==> src/design/dabs_pkg.sv <==
// Shared types and constants for the daily alarm beep sequencer.
// Holds the item structs, the phase encoding and the register map.
// No dependencies; imported by the top level and its checker.
`timescale 1ns / 1ps
`default_nettype none

package dabs_pkg;

  // Default width of the millisecond time base.
  localparam int MS_WIDTH_DEF = 32;

  // Epoch seconds must exceed this before the wall clock is trusted.
  localparam logic [31:0] EPOCH_VALID_THRESHOLD = 32'd1700000000;

  // Day marker that no 9-bit day of year can match.
  localparam logic [9:0] NEVER_FIRED_DAY = 10'h3FF;

  // Configuration register reset values.
  localparam logic [4:0]  ALARM_HOUR_RST  = 5'd7;
  localparam logic [5:0]  ALARM_MINUTE_RST = 6'd0;
  localparam logic [31:0] TOTAL_DUR_RST   = 32'd60000;
  localparam logic [31:0] TONE_ON_RST     = 32'd500;
  localparam logic [31:0] TONE_OFF_RST    = 32'd500;

  // Configuration byte addresses, one 32-bit register every four bytes.
  localparam int CFG_ADDR_W = 5;
  localparam logic [CFG_ADDR_W-1:0] ADDR_ALARM_HOUR   = 5'h00;
  localparam logic [CFG_ADDR_W-1:0] ADDR_ALARM_MINUTE = 5'h04;
  localparam logic [CFG_ADDR_W-1:0] ADDR_TOTAL_DUR    = 5'h08;
  localparam logic [CFG_ADDR_W-1:0] ADDR_TONE_ON      = 5'h0C;
  localparam logic [CFG_ADDR_W-1:0] ADDR_TONE_OFF     = 5'h10;

  // Sequencer phase, one-hot.
  typedef enum logic [2:0] {
    PH_IDLE = 3'b001,
    PH_ON   = 3'b010,
    PH_OFF  = 3'b100
  } phase_t;

  // One input item: the wall-clock tick.
  typedef struct packed {
    logic [4:0]  wall_hour;
    logic [5:0]  wall_minute;
    logic [8:0]  day_of_year;
    logic [31:0] epoch_seconds;
    logic [31:0] now_ms;
  } in_item_t;

  // One result item.
  typedef struct packed {
    logic tone_enable;
    logic alarm_active;
    logic alarm_started;
    logic alarm_completed;
  } out_item_t;

endpackage

`default_nettype wire

==> src/design/daily_alarm_beep_sequencer_top.sv <==
// An accepted item passes the tick register, then shows its result on out_valid from the
// result register. Throughput: one item per cycle unless out_ready stalls; the tick
// register feeds the phase logic, whose outcome and state update are captured together.
// Reset: synchronous, active low; clears valids, returns to idle with the day marker
// set to never fired and all configuration registers at their documented defaults.
// Depends on dabs_pkg.
`timescale 1ns / 1ps
`default_nettype none

module daily_alarm_beep_sequencer_top
  import dabs_pkg::*;
#(
  parameter int MS_WIDTH = MS_WIDTH_DEF
) (
  input  wire logic                  clk,
  input  wire logic                  rst_n,
  // Tick input channel
  input  wire logic                  in_valid,
  output logic                       in_ready,
  input  wire in_item_t              in_data,
  // Result channel
  output logic                       out_valid,
  input  wire logic                  out_ready,
  output out_item_t                  out_data,
  // Configuration port
  input  wire logic                  psel,
  input  wire logic                  penable,
  input  wire logic                  pwrite,
  input  wire logic [CFG_ADDR_W-1:0] paddr,
  input  wire logic [31:0]           pwdata,
  output logic [31:0]                prdata,
  output logic                       pready
);

  // Width used to compare elapsed time against 32-bit durations.
  localparam int CW = (MS_WIDTH > 32) ? MS_WIDTH : 32;

  // Configuration registers.
  logic [4:0]  alarm_hour_r;
  logic [5:0]  alarm_minute_r;
  logic [31:0] total_dur_r;
  logic [31:0] tone_on_r;
  logic [31:0] tone_off_r;
  logic        cfg_wr;

  // Sequencer state.
  phase_t              phase_r, phase_nxt;
  logic [MS_WIDTH-1:0] alarm_start_r, alarm_start_nxt;
  logic [MS_WIDTH-1:0] phase_start_r, phase_start_nxt;
  logic [9:0]          last_day_r, last_day_nxt;

  // Pipeline registers.
  logic      tick_valid_r;
  in_item_t  tick_r;
  logic      out_valid_r;
  out_item_t out_r, out_nxt;
  logic      advance;

  // Datapath signals.
  logic [MS_WIDTH-1:0] now_w;
  logic [MS_WIDTH-1:0] el_alarm;
  logic [MS_WIDTH-1:0] el_phase;
  logic                time_match;
  logic                dur_done;
  logic                on_done;
  logic                off_done;

  assign pready = 1'b1;
  assign cfg_wr = psel & penable & pwrite;

  // Register writes.
  always_ff @(posedge clk) begin
    if (!rst_n) begin
      alarm_hour_r   <= ALARM_HOUR_RST;
      alarm_minute_r <= ALARM_MINUTE_RST;
      total_dur_r    <= TOTAL_DUR_RST;
      tone_on_r      <= TONE_ON_RST;
      tone_off_r     <= TONE_OFF_RST;
    end else if (cfg_wr) begin
      unique case (paddr)
        ADDR_ALARM_HOUR:   alarm_hour_r   <= pwdata[4:0];
        ADDR_ALARM_MINUTE: alarm_minute_r <= pwdata[5:0];
        ADDR_TOTAL_DUR:    total_dur_r    <= pwdata;
        ADDR_TONE_ON:      tone_on_r      <= pwdata;
        ADDR_TONE_OFF:     tone_off_r     <= pwdata;
        default: ;
      endcase
    end
  end

  // Register readback.
  always_comb begin
    unique case (paddr)
      ADDR_ALARM_HOUR:   prdata = {27'd0, alarm_hour_r};
      ADDR_ALARM_MINUTE: prdata = {26'd0, alarm_minute_r};
      ADDR_TOTAL_DUR:    prdata = total_dur_r;
      ADDR_TONE_ON:      prdata = tone_on_r;
      ADDR_TONE_OFF:     prdata = tone_off_r;
      default:           prdata = 32'd0;
    endcase
  end

  // Handshake: the tick register moves on whenever the result slot is free or draining.
  assign advance   = tick_valid_r & (~out_valid_r | out_ready);
  assign in_ready  = ~tick_valid_r | advance;
  assign out_valid = out_valid_r;
  assign out_data  = out_r;

  // Tick register.
  always_ff @(posedge clk) begin
    if (!rst_n) begin
      tick_valid_r <= 1'b0;
    end else if (in_ready) begin
      tick_valid_r <= in_valid;
    end
  end

  always_ff @(posedge clk) begin
    if (in_valid && in_ready) begin
      tick_r <= in_data;
    end
  end

  // Elapsed times on the wrapping millisecond base and their threshold checks.
  assign now_w    = MS_WIDTH'(tick_r.now_ms);
  assign el_alarm = now_w - alarm_start_r;
  assign el_phase = now_w - phase_start_r;
  assign dur_done = CW'(el_alarm) >= CW'(total_dur_r);
  assign on_done  = CW'(el_phase) >= CW'(tone_on_r);
  assign off_done = CW'(el_phase) >= CW'(tone_off_r);

  assign time_match = (tick_r.epoch_seconds > EPOCH_VALID_THRESHOLD) &&
                      (tick_r.wall_hour == alarm_hour_r) &&
                      (tick_r.wall_minute == alarm_minute_r) &&
                      ({1'b0, tick_r.day_of_year} != last_day_r);

  // Phase sequencing; the total-duration stop wins over any toggle.
  always_comb begin
    phase_nxt       = phase_r;
    alarm_start_nxt = alarm_start_r;
    phase_start_nxt = phase_start_r;
    last_day_nxt    = last_day_r;
    out_nxt         = '0;
    unique case (phase_r)
      PH_IDLE: begin
        if (time_match) begin
          phase_nxt             = PH_ON;
          alarm_start_nxt       = now_w;
          phase_start_nxt       = now_w;
          last_day_nxt          = {1'b0, tick_r.day_of_year};
          out_nxt.alarm_started = 1'b1;
        end
      end
      PH_ON: begin
        if (dur_done) begin
          phase_nxt               = PH_IDLE;
          out_nxt.alarm_completed = 1'b1;
        end else if (on_done) begin
          phase_nxt       = PH_OFF;
          phase_start_nxt = now_w;
        end
      end
      PH_OFF: begin
        if (dur_done) begin
          phase_nxt               = PH_IDLE;
          out_nxt.alarm_completed = 1'b1;
        end else if (off_done) begin
          phase_nxt       = PH_ON;
          phase_start_nxt = now_w;
        end
      end
      default: begin
        phase_nxt = PH_IDLE;
      end
    endcase
    out_nxt.tone_enable  = (phase_nxt == PH_ON);
    out_nxt.alarm_active = (phase_nxt != PH_IDLE);
  end

  // State commit as the tick's result is captured.
  always_ff @(posedge clk) begin
    if (!rst_n) begin
      phase_r       <= PH_IDLE;
      alarm_start_r <= '0;
      phase_start_r <= '0;
      last_day_r    <= NEVER_FIRED_DAY;
    end else if (advance) begin
      phase_r       <= phase_nxt;
      alarm_start_r <= alarm_start_nxt;
      phase_start_r <= phase_start_nxt;
      last_day_r    <= last_day_nxt;
    end
  end

  // Result register.
  always_ff @(posedge clk) begin
    if (!rst_n) begin
      out_valid_r <= 1'b0;
    end else if (advance) begin
      out_valid_r <= 1'b1;
    end else if (out_ready) begin
      out_valid_r <= 1'b0;
    end
  end

  always_ff @(posedge clk) begin
    if (advance) begin
      out_r <= out_nxt;
    end
  end

endmodule

`default_nettype wire

==> config.mk <==
export PLATFORM = sky130hd
export DESIGN_NAME = daily_alarm_beep_sequencer_top
export DESIGN_NICKNAME = d
export VERILOG_FILES = /design/src/design/dabs_pkg.sv /design/src/design/daily_alarm_beep_sequencer_top.sv
export SDC_FILE = /design/constraint.sdc
export NUM_CORES = 1
export LEC_CHECK = 0
export BUFFER_PORTS_ARGS = -buffer_cell sky130_fd_sc_hd__buf_2
export CAP_MARGIN = 10
export CORE_MARGIN = 2
export CORE_UTILIZATION = 54
export CTS_CLUSTER_DIAMETER = 60
export DETAILED_ROUTE_END_ITERATION = 6
export GPL_TIMING_DRIVEN = 0
export PLACE_DENSITY_LB_ADDON = 0.1
export SYNTH_ARGS = -nofsm -noshare
export SYNTH_HDL_FRONTEND = slang
export SYNTH_SLANG_ARGS = --single-unit
export TNS_END_PERCENT = 50
==> constraint.sdc <==
create_clock -name clk -period 5.1 [get_ports clk]
set_clock_uncertainty 0.15 [all_clocks]
set_input_delay 1.02 -clock clk [delete_from_list [all_inputs] [get_ports clk]]
set_output_delay 1.02 -clock clk [all_outputs]
set_load 0.03 [all_outputs]
## Word level (Yosys, flattened, before mapping)

Index checks and enable logic that the tools add are counted.

- Register bits: 274
- Logic and storage cells: 82

- $add $sub $neg: 2
- $lt $le $gt $ge: 4
- Equal/unequal tests: 17
- Multiplexer cells: 17
- Bitwise logic cells: 7
- Reduce and logical (&&, ||, !) cells: 15

Operators by type and width:

| operator | number |
|---|---|
| 2-to-1 mux 32 bit | 5 |
| case mux 32 bit (5 select lines) | 1 |
| >= comparator 32 bit | 3 |
| case mux 32 bit (3 select lines) | 1 |
| subtractor 32 bit | 2 |
| greater-than comparator 32 x 31 -> 1 bit, second input constant | 1 |
| 2-to-1 mux 3 bit | 5 |
| == test 5 x 4 -> 1 bit, second input constant | 2 |
| inequality test 2 bit, second input constant | 5 |
| inequality test 9 x 10 -> 1 bit | 1 |
| AND reduction 2 bit | 5 |
| case mux 3 bit (3 select lines) | 1 |
| AND reduction 7 bit | 1 |
| == test 3 x 2 -> 1 bit, second input constant | 2 |
| == test 6 bit | 1 |
| == test 5 x 3 -> 1 bit, second input constant | 1 |
| == test 5 bit | 1 |
| == test 5 bit, second input constant | 1 |
| logical NOT 5 bit | 1 |
| logical AND 1 bit | 4 |
| 2-to-1 mux 1 bit | 4 |
| bitwise AND 1 bit | 3 |
| == test 3 x 1 -> 1 bit, second input constant | 1 |
| == test 3 bit, second input constant | 1 |
| other kinds (7) | 9 |

## Logic depth before layout (Yosys ltp)

Gate-level depths: netlist of run 1.

- Word-level depth: 7
- Depth in mapped cells: 26
- Mapped depth without buffers: 25

## Worst setup path before layout of run 1

Ideal clock, no wire load.

- Path kind: register -> register
- Start point: register tick_r, in the netlist now_w[0]
- End point: register phase_start_r[22]
- Data arrival time: 5.041 ns
- Required time: 4.827 ns
- Path slack: -0.214 ns
- Stages on the path, launching flop included: 25
- Buffers on the path: 1
- Period minus slack after synthesis: 5.314 ns
- Path through: edfxtp_1 -> inv_1 -> ha_1 -> inv_1 -> fa_1 -> a211oi_1 -> nor2_1 -> o41ai_1 -> o31ai_1 -> o311ai_0 -> a21oi_1 -> a21oi_1 -> o21bai_1 -> a21oi_1 -> xnor2_1 -> ha_1 -> nand4_1 -> or4_1 -> nor4_1 -> a211oi_1 -> nand2_1 -> o21ai_0 -> a21oi_4 -> clkbuf_2 -> o21ai_0

- Word-level cells in the longest chain between the ends: 4
- Elaborated cells between the ends (all ways): 10
- Those cells by class: 2 x add/sub; 3 x order compare; 4 x eq/ne; 1 x reduce/logical

Ends and longest elaborated chain:

| element | RTL line | RTL |
|---|---|---|
| from (decl) | daily_alarm_beep_sequencer_top.sv:54 | `in_item_t tick_r;` |
| from (signal assigned) | daily_alarm_beep_sequencer_top.sv:120 | `tick_r <= in_data;` |
| subtractor 32 bit, on equally long branches | daily_alarm_beep_sequencer_top.sv:127, daily_alarm_beep_sequencer_top.sv:126 |  |
| >= comparator 32 bit, on equally long branches | daily_alarm_beep_sequencer_top.sv:130, daily_alarm_beep_sequencer_top.sv:128, daily_alarm_beep_sequencer_top.sv:129 |  |
| inequality test 2 bit (no source line) | - |  |
| AND reduction 7 bit (no source line) (*) | - |  |
| to (signal assigned) | daily_alarm_beep_sequencer_top.sv:190 | `phase_start_r <= phase_start_nxt;` |
| to (decl) | daily_alarm_beep_sequencer_top.sv:49 | `logic [MS_WIDTH-1:0] phase_start_r, phase_start_nxt;` |

Every way passes the cells marked *; elsewhere a longest branch is shown, timed or not.
A chain may end at the register's enable or synchronous reset.

## Worst setup path after layout of run 1

- Start point: register tick_r, in the netlist now_w[0]
- End point: register phase_start_r[5]

The elaborated chain is that of the path after synthesis.

==> summary.md, run 1 <==
The flow ran to the end, but the final reports show violations. The checks that failed: setup timing. Counting along the longest clock path gives a buffer depth of 3. At the pin with the least slew margin, the transition time is 1100 ps.

The run gives 0 as the total grt overflow. The standby leakage power is 7.67 nW, and the instance area after placement is 17200 sq um. The number of buffers added on ports came out at 164. Synthesis instantiated 64 different standard cells from the library. The CTS H-tree depth was 2. The logs give 2407 for the final non-filler cell total and 0 for the remaining routing DRC violations. Setup total negative slack on the finished layout was measured at -14610 ps.

Number of antenna violations at the first check in global routing: 1. Setup repair after global routing could not meet its margin everywhere. By startpoint and endpoint, the worst setup path is classified as flop to flop.

For the via count of the routed design, the log shows 13600. STA classifies the critical path startpoint as a flop. Global routing used 30.2% of the available tracks. In this design, the stage delay of the slowest critical-path cell is 400 ps.

The layout has 2400 filler cells. The core region is 28800 sq um. The worst hold path belongs to the class flop to flop. Yosys mapped a number of flops with a built-in enable equal to 88. STA classifies the critical path endpoint as a flop. The logs give 30700 sq um for the overall die area and 0.926 for the placer congestion estimate. Post-synthesis instance total: 1772. The tools report the number of sinks on the clock net as 274.

After detailed routing, the number of vias per cell comes to 5.67. Once detailed placement completed, the half-perimeter wirelength came to 34800 um. The finished cells cover 19000 sq um. After synthesis, the largest area contributor takes up 23.5% of total cell area. The tools report the total of hold buffers inserted after clock tree synthesis as 0. The number of buffers and inverters on the critical path is 4.

Clock-pin slew was measured on the worst setup and hold paths at 60 ps. The detailed router finished its first iteration with 1335 violations. At the end of the flow the core is filled with cells to 65.9%.

The count of final max-slew check failures was 0; the post-route antenna net violation count was 0. The final net count came out at 2283. The tree is rooted in a sky130_fd_sc_hd__clkbuf_16. The worst-case headroom to the max-slew limit is 26.6%. Counting flops and latches in the post-synthesis netlist gives 274. Power spread over the standard cell area amounts to 283 nW/um^2. The tool flagged a number of max-cap violations equal to 0. Along the worst path, the maximum fanout reaches 10. The cell with the biggest individual delay on the critical path is sky130_fd_sc_hd__edfxtp_1. In this run, placement finished with an instance count of 2321. The total wirelength of the detailed-routed design was 47000 um. The cell with the most instances after synthesis is sky130_fd_sc_hd__nand2_1. STA puts the critical path data required time at 5410 ps. The worst-case register-to-register setup slack was -480 ps. The data arrival time of the worst path is 5890 ps. Sorting the synthesized cells by how often they occur yields sky130_fd_sc_hd__nand2_1, sky130_fd_sc_hd__inv_1, sky130_fd_sc_hd__dfxtp_1, sky130_fd_sc_hd__ha_1, sky130_fd_sc_hd__edfxtp_1. The post-route netlist has 16.0% of its cells at a drive strength greater than 1. Setup violations remaining at the end of the flow were counted as 34. The floorplan step set the die height to 175 um. During synthesis, Yosys emitted a total of 0 warnings.

Compared with the post-synthesis result, the final layout area differs by 19.7%. Dividing the synthesized area by the synthesized cell count gives 8.94 sq um. Entering global routing, the biggest net connects 59 pins.

The number of global-route vias before repair is 12900. Most instantiated flip-flop cell in the synthesis netlist: sky130_fd_sc_hd__dfxtp_1. The first TritonRoute pass finished after 7 iterations. The tools report the clock insertion delay at the later pin of the skew report as 540 ps.

The count of standard-cell rows is 62, and the share of synthesized flip-flops with an asynchronous set or reset is 0%. The share of the Yosys chip area taken by registers is 40.2%. The final worst-path cycle share came out at 109%.

For the wire length of the first global-routing pass, the log shows 72000 um. In this run the horizontal extent of the chip is 175 um. Sorting the synthesized cells by area gives the leading types as sky130_fd_sc_hd__dfxtp_1, sky130_fd_sc_hd__edfxtp_1, sky130_fd_sc_hd__ha_1. In this design, the largest share of critical-path delay is due to compound AO/OA/AOI/OAI gates.

The run gives 0.179 GHz as the fmax. VDD sags by at most 0.282 mV. For this configuration, the core starts out at a cell density of 55.1%. The average wire length per cell after detail routing works out to 19.5 um. The top-level I/O count was 167.

The cell area after synthesis came out at 15800 sq um. TritonCTS built the clock tree. The biggest area consumer among synthesized cells was sky130_fd_sc_hd__dfxtp_1. The number of clock buffers added by TritonCTS is 35. The tools report the net count after synthesis as 2060. Final hold analysis gives a worst-case slack of 296 ps. The final count of hold timing violations came out at 0.

The final period demand of the worst path was 5580 ps. The final worst slack came out at -480 ps.
==> area by class of cell <==
type / count / area, sq um / area share, %
antenna: 1 / 2.50 / 0.0132
buffer: 70 / 360 / 1.90
clock buffer: 47 / 942 / 4.97
clock inverter: 17 / 129 / 0.679
inverter: 204 / 766 / 4.04
multi-input combinational: 1224 / 8830 / 46.6
sequential: 274 / 6370 / 33.6
tap: 384 / 480 / 2.53
timing repair buffer: 186 / 1090 / 5.75
==> worst min-delay path, delay by kind of cell (launching register included) <==
family / cells / cell delay, ps
flip-flops: 1 / 300
AND/OR/NAND/NOR: 1 / 50
AO/OA/AOI/OAI: 1 / 50
==> cell families (layout without fill, tap and decap cells) <==
group / after synthesis / after routing / synth area share, %
flip-flops: 274 / 274 / 40.2
XOR/XNOR: 76 / 76 / 4.20
adder cells (fa/ha/maj): 160 / 160 / 12.7
AND/OR/NAND/NOR: 517 / 517 / 15.0
multiplexers: 46 / 46 / 2.91
AO/OA/AOI/OAI: 424 / 424 / 18.3
other: 1 / 2 / 0.0237
buffers and inverters: 274 / 524 / 6.73
==> sequential cells by signal, summed over array words and instances, names as in the netlist <==
signal and flops:
tone_off_r 32, last_day_r 10, phase_r 3, now_w 32
alarm_hour_r 5, total_dur_r 32, alarm_start_r 32, tick_valid_r 1
alarm_minute_r 6, out_data 4, tick_r 52, tone_on_r 32
phase_start_r 32, out_valid 1
==> metrics by stage <==
step | power, mW | setup slack (ps)
2_1_floorplan | 2.81 | -19.9
3_3_place_gp | 3.03 | -1560
3_5_place_dp | 3.05 | -1670
4_1_cts | 5.38 | -483
5_1_grt | 5.58 | -672
6_report | 5.38 | -480
==> timing repair <==
action	in CTS	in global routing
gates cloned	3	1
setup buffers	11	8
gates resized for setup	91	40
setup endpoints to repair	38	38
pin swaps	33	7
==> routing by layer <==
layer | wire length (um) | global-route usage, %
met3 | 3410 | 5.58
met4 | 1270 | 9.31
met2 | 21700 | 49.2
met5 | 0 | 0
met1 | 20600 | 40.9
==> path summary, 6_finish.rpt <==
| check | to | from | cells after the start |
|---|---|---|---|
| setup reg to reg | phase_start_r[5] | now_w[0] | 26 |
| hold / removal | phase_start_r[12] | phase_start_r[12] | 2 |
| hold reg to reg | phase_start_r[12] | phase_start_r[12] | 2 |
| setup / recovery | phase_start_r[5] | now_w[0] | 26 |
==> placed cells by master (no fill, tap or decap), drive strengths merged, types with 3 or more instances in the layout <==
| master | synthesis | routed |
|---|---|---|
| nand2 | 278 | 278 |
| inv | 204 | 205 |
| buf | 12 | 197 |
| dfxtp | 186 | 186 |
| ha | 158 | 158 |
| clkbuf | 58 | 106 |
| edfxtp | 88 | 88 |
| o21ai | 84 | 84 |
| a21boi | 83 | 83 |
| a21oi | 83 | 83 |
| xnor2 | 61 | 61 |
| nor2b | 51 | 51 |
| nor2 | 49 | 49 |
| nand3 | 48 | 48 |
| mux2i | 46 | 46 |
| a21o | 38 | 38 |
| a222oi | 32 | 32 |
| nand4 | 31 | 31 |
| o211ai | 26 | 26 |
| nand2b | 17 | 17 |
| o21a | 15 | 15 |
| xor2 | 15 | 15 |
| a211oi | 15 | 15 |
| o21bai | 12 | 12 |
| clkinv | 0 | 12 |
| nor3 | 9 | 9 |
| and2 | 7 | 7 |
| and3 | 6 | 6 |
| a31oi | 5 | 5 |
| a22oi | 5 | 5 |
| a211o | 5 | 5 |
| nor4 | 5 | 5 |
| or4 | 4 | 4 |
| a2111oi | 4 | 4 |
| or3 | 3 | 3 |
| clkinvlp | 0 | 3 |
==> report_power, final <==
| part | internal (mW) | switching, mW |
|---|---|---|
| sequential | 2.30 | 0.0330 |
| clock | 1.36 | 0.959 |
| combinational | 0.299 | 0.427 |
| total | 3.96 | 1.42 |
(Power assumes the default switching activity.)
==> inputs of run 2 (changes only) <==
--- a/config.mk
+++ b/config.mk
@@ -8,7 +8,7 @@
 export BUFFER_PORTS_ARGS = -buffer_cell sky130_fd_sc_hd__buf_2
 export CAP_MARGIN = 10
 export CORE_MARGIN = 2
-export CORE_UTILIZATION = 54
+export CORE_UTILIZATION = 60
 export CTS_CLUSTER_DIAMETER = 60
 export DETAILED_ROUTE_END_ITERATION = 6
 export GPL_TIMING_DRIVEN = 0
==> constraint.sdc (replaced) <==
create_clock -name clk -period 6.07 [get_ports clk]
set_clock_uncertainty 0.15 [all_clocks]
set_input_delay 1.214 -clock clk [delete_from_list [all_inputs] [get_ports clk]]
set_output_delay 1.214 -clock clk [all_outputs]
set_load 0.03 [all_outputs]
==> run 2 against run 1 <==
The flow finishes with violations (DRC). Core utilization rose by 4.4 points. Flip-flop and latch count did not move. Total power fell by 21%. Final cell count fell by 2.9%. Sequential share of layout area rose by 1.3 points. Clock power fell by 26%. Sequential power fell by 16%. Worst hold slack improved by 3.0 ps. Critical endpoint is now phase_start_r[10]. Combinational power fell by 20%. Final area fell by 3.7%. Count of clock-buffer cells in the layout fell by 5. Non-clock buffer count fell by 16.
==> summary.md, run 2 (same netlist as run 1, synthesis figures left out) <==
The run finished, with violations left. The checks that failed: DRC. The tools report the number of antenna violations at the first check in global routing as 2 (+1). The total wirelength of the detailed-routed design is 44100 um (-6.2%).

The share of the core filled with cells came out at 70.3% (+4.4 points). The wire length of the first global-routing pass is 67800 um (-5.9%). The number of optimization iterations in the first detailed-route pass is 7 (unchanged).

tick_r holds more flip-flops than any other register. The worst voltage drop across the vdd grid was 0.269 mV (-4.8%); the count of final max-slew check failures was 0 (unchanged). The run gives 6380 ps (+970 ps) as the required time reported for the critical path endpoint. Number of global-route vias before repair: 12800 (-0.76%). Final non-filler cell total: 2336 (-2.9%).

The count of standard-cell rows was 59 (-4.8%); the setup-violating endpoint count in the final report was 0 (-100%). The starting density of the core came out at 61.0% (+5.9 points). The tools report the iteration-0 DRC count of the detailed router as 1117 (-16%). The worst hold path belongs to the class flop to flop. The tools report the number of instances in the placed design as 2272 (-2.1%). Leaving out fill and tap cells, the most frequent cell in the layout is sky130_fd_sc_hd__nand2_1.

The smallest hold slack is 299 ps (+2.99 ps). The number of instances on the worst hold path came out at 2 (unchanged). The number of buffers added on ports is 164 (unchanged). The path with the worst hold slack has its endpoint at phase_start_r[3]. For the deepest clock path buffer count, the log shows 3 (unchanged).

The remaining routing DRC violations is 3 (+3). Worst-case register-to-register setup slack: 230 ps (+710 ps). The post-synthesis to final-layout area growth was 15.2%. For the clock insertion delay at the later pin of the skew report, the log shows 560 ps (+20 ps). The largest fanout on the critical path is 10 (unchanged). The worst-case headroom to the max-slew limit is 35.7% (+9.1 points), and the total of hold buffers inserted after clock tree synthesis is 0 (unchanged). Post-route antenna net violation count: 0 (unchanged). The standby leakage power was 7.42 nW (-3.2%); the slew at the pin with the worst max-slew slack was 964 ps (-137 ps).

For the total core area, the log shows 26000 sq um (-9.7%). The die boundary height is 167 um (-5.0%). The startpoint identified for the worst register-to-register timing path is now_w[1]. The setup TNS came out at 0 ps (+14610 ps). The power per unit of standard cell area came out at 233 nW/um^2 (-18%). TritonCTS built the clock tree. The type of element capturing the critical path is a flop. The pin count of the biggest net entering global routing was 56 (-5.1%); the placer congestion estimate was 0.958 (+3.5%). The via density per instance is 5.87 (+3.5%). The logs give 0 (unchanged) for the final count of hold timing violations and 0 (unchanged) for the total grt overflow. Path depth of the worst reg2reg path: 23 (-12%). The tools report the data arrival time of the worst path as 6150 ps (+260 ps).

The final period demand of the worst path was 5840 ps (+256 ps). The run gives 1 (-1) as the CTS H-tree depth. Tracing the worst setup path back leads to its startpoint at now_w[1]. In this run the most critical hold path is launched from phase_start_r[3]. The tools report the fmax as 0.171 GHz (-4.4%). The total global routing track utilization is 30.7% (+0.52 points), and the via count of the routed design is 13700 (+0.42%).

For the top-level I/O count, the log shows 167 (unchanged). The top cell types in the final layout, fill and taps aside, are sky130_fd_sc_hd__nand2_1, sky130_fd_sc_hd__inv_1, sky130_fd_sc_hd__dfxtp_1, sky130_fd_sc_hd__buf_2, sky130_fd_sc_hd__ha_1. The max capacitance violation total is 0 (unchanged).

The run gives 31 (-11%) as the number of clock buffers inserted by TritonCTS. The critical path in this run is classified as flop to flop. The die width works out to 167 um (-5.0%).

The CTS clock-pin slew for the worst setup and hold paths was 60 ps (about the same); the final worst-path cycle share was 96.2% (-13 points). The tools report the root buffer selected by CTS as sky130_fd_sc_hd__clkbuf_16. The number of sinks on the clock net was 274 (unchanged). For the final net count, the log shows 2263 (-0.88%). The worst setup path is launched from a flop. The overall die area came out at 27700 sq um (-9.8%).

The flip-flop count of the largest register after layout came out at 52 (unchanged). The HPWL reported at the end of detailed placement was 33400 um (-4.0%); the average wire length per cell after detail routing was 18.9 um (-3.3%). The share of layout cells above drive strength 1 works out to 13.1% (-2.9 points). The tools report the destination of the worst register-to-register timing path as phase_start_r[10].
## run 2: timing repair
| item | 4_1_cts | 5_1_grt |
|---|---|---|
| setup endpoints to repair | 35 | 34 |
| endpoints found under the hold margin | 0 | 0 |
| setup buffers | 4 | 1 |
| cloned | 0 | 0 |
| resized for setup | 14 | 26 |
| pin swaps | 4 | 7 |
## run 2: how the worst max path moves through the flow
stage,cells past startpoint,end,slack (ps)
2_1_floorplan,24,phase_start_r[22],760
3_3_place_gp,24,phase_start_r[26],-980
3_5_place_dp,24,phase_start_r[27],-1030
4_1_cts,27,phase_start_r[29],30
5_1_grt,27,phase_start_r[29],-6
6_report,23,phase_start_r[10],230
## run 2: cell type report
type | count | area, sq um
antenna | 2 | 5.00
buffer | 70 | 317
clock buffer | 42 | 847
clock inverter | 15 | 81.3
fill | 2096 | 7730
inverter | 204 | 766
multi-input combinational | 1224 | 8560
sequential | 274 | 6370
tap | 335 | 419
timing repair buffer | 170 | 898
## run 2: metrics by stage
step	total power [mW]	setup slack [ps]	cell area (sq um)
after global placement	2.54	-976	17100
after detailed placement	2.55	-1030	17100
after CTS	4.26	26.6	18100
after global routing	4.41	-6.17	18300
final	4.26	234	18300
after floorplan	2.36	756	15800
## run 2: per-layer routing
metal,track usage [%],vias up,wire (um)
met4,14.5,0,2180
met2,49.7,583,20000
li1,-,6596,-
met1,40.6,6401,18300
met5,0,-,0
met3,4.66,121,3590
## run 2: power breakdown
group          total [mW]  leakage [nW]  internal, mW  switching, mW
Sequential           1.96          2.36          1.93         0.0257
Clock                1.72         0.448         0.972          0.743
Combinational       0.583          4.61         0.241          0.342
## run 2: critical path: stages (launching register included)
cell                       delay, ps
sky130_fd_sc_hd__edfxtp_1        520
sky130_fd_sc_hd__ha_1            320
sky130_fd_sc_hd__nor2b_1         160
sky130_fd_sc_hd__o31a_1          160
sky130_fd_sc_hd__o21ai_1         110
sky130_fd_sc_hd__a21oi_2         330
sky130_fd_sc_hd__o21ai_2         170
sky130_fd_sc_hd__a211oi_2        360
sky130_fd_sc_hd__o21ai_0         190
sky130_fd_sc_hd__a31oi_1         380
sky130_fd_sc_hd__nor2_1          120
sky130_fd_sc_hd__xnor2_1         410
sky130_fd_sc_hd__ha_1            340
sky130_fd_sc_hd__a21o_1          180
sky130_fd_sc_hd__a21o_1          170
sky130_fd_sc_hd__a21oi_1         130
sky130_fd_sc_hd__o21ai_0         230
sky130_fd_sc_hd__a211oi_2        390
sky130_fd_sc_hd__nand2_1         130
sky130_fd_sc_hd__o21ai_1         160
sky130_fd_sc_hd__a21oi_4          90
sky130_fd_sc_hd__buf_12          160
sky130_fd_sc_hd__clkbuf_4        180
sky130_fd_sc_hd__o21ai_0         190
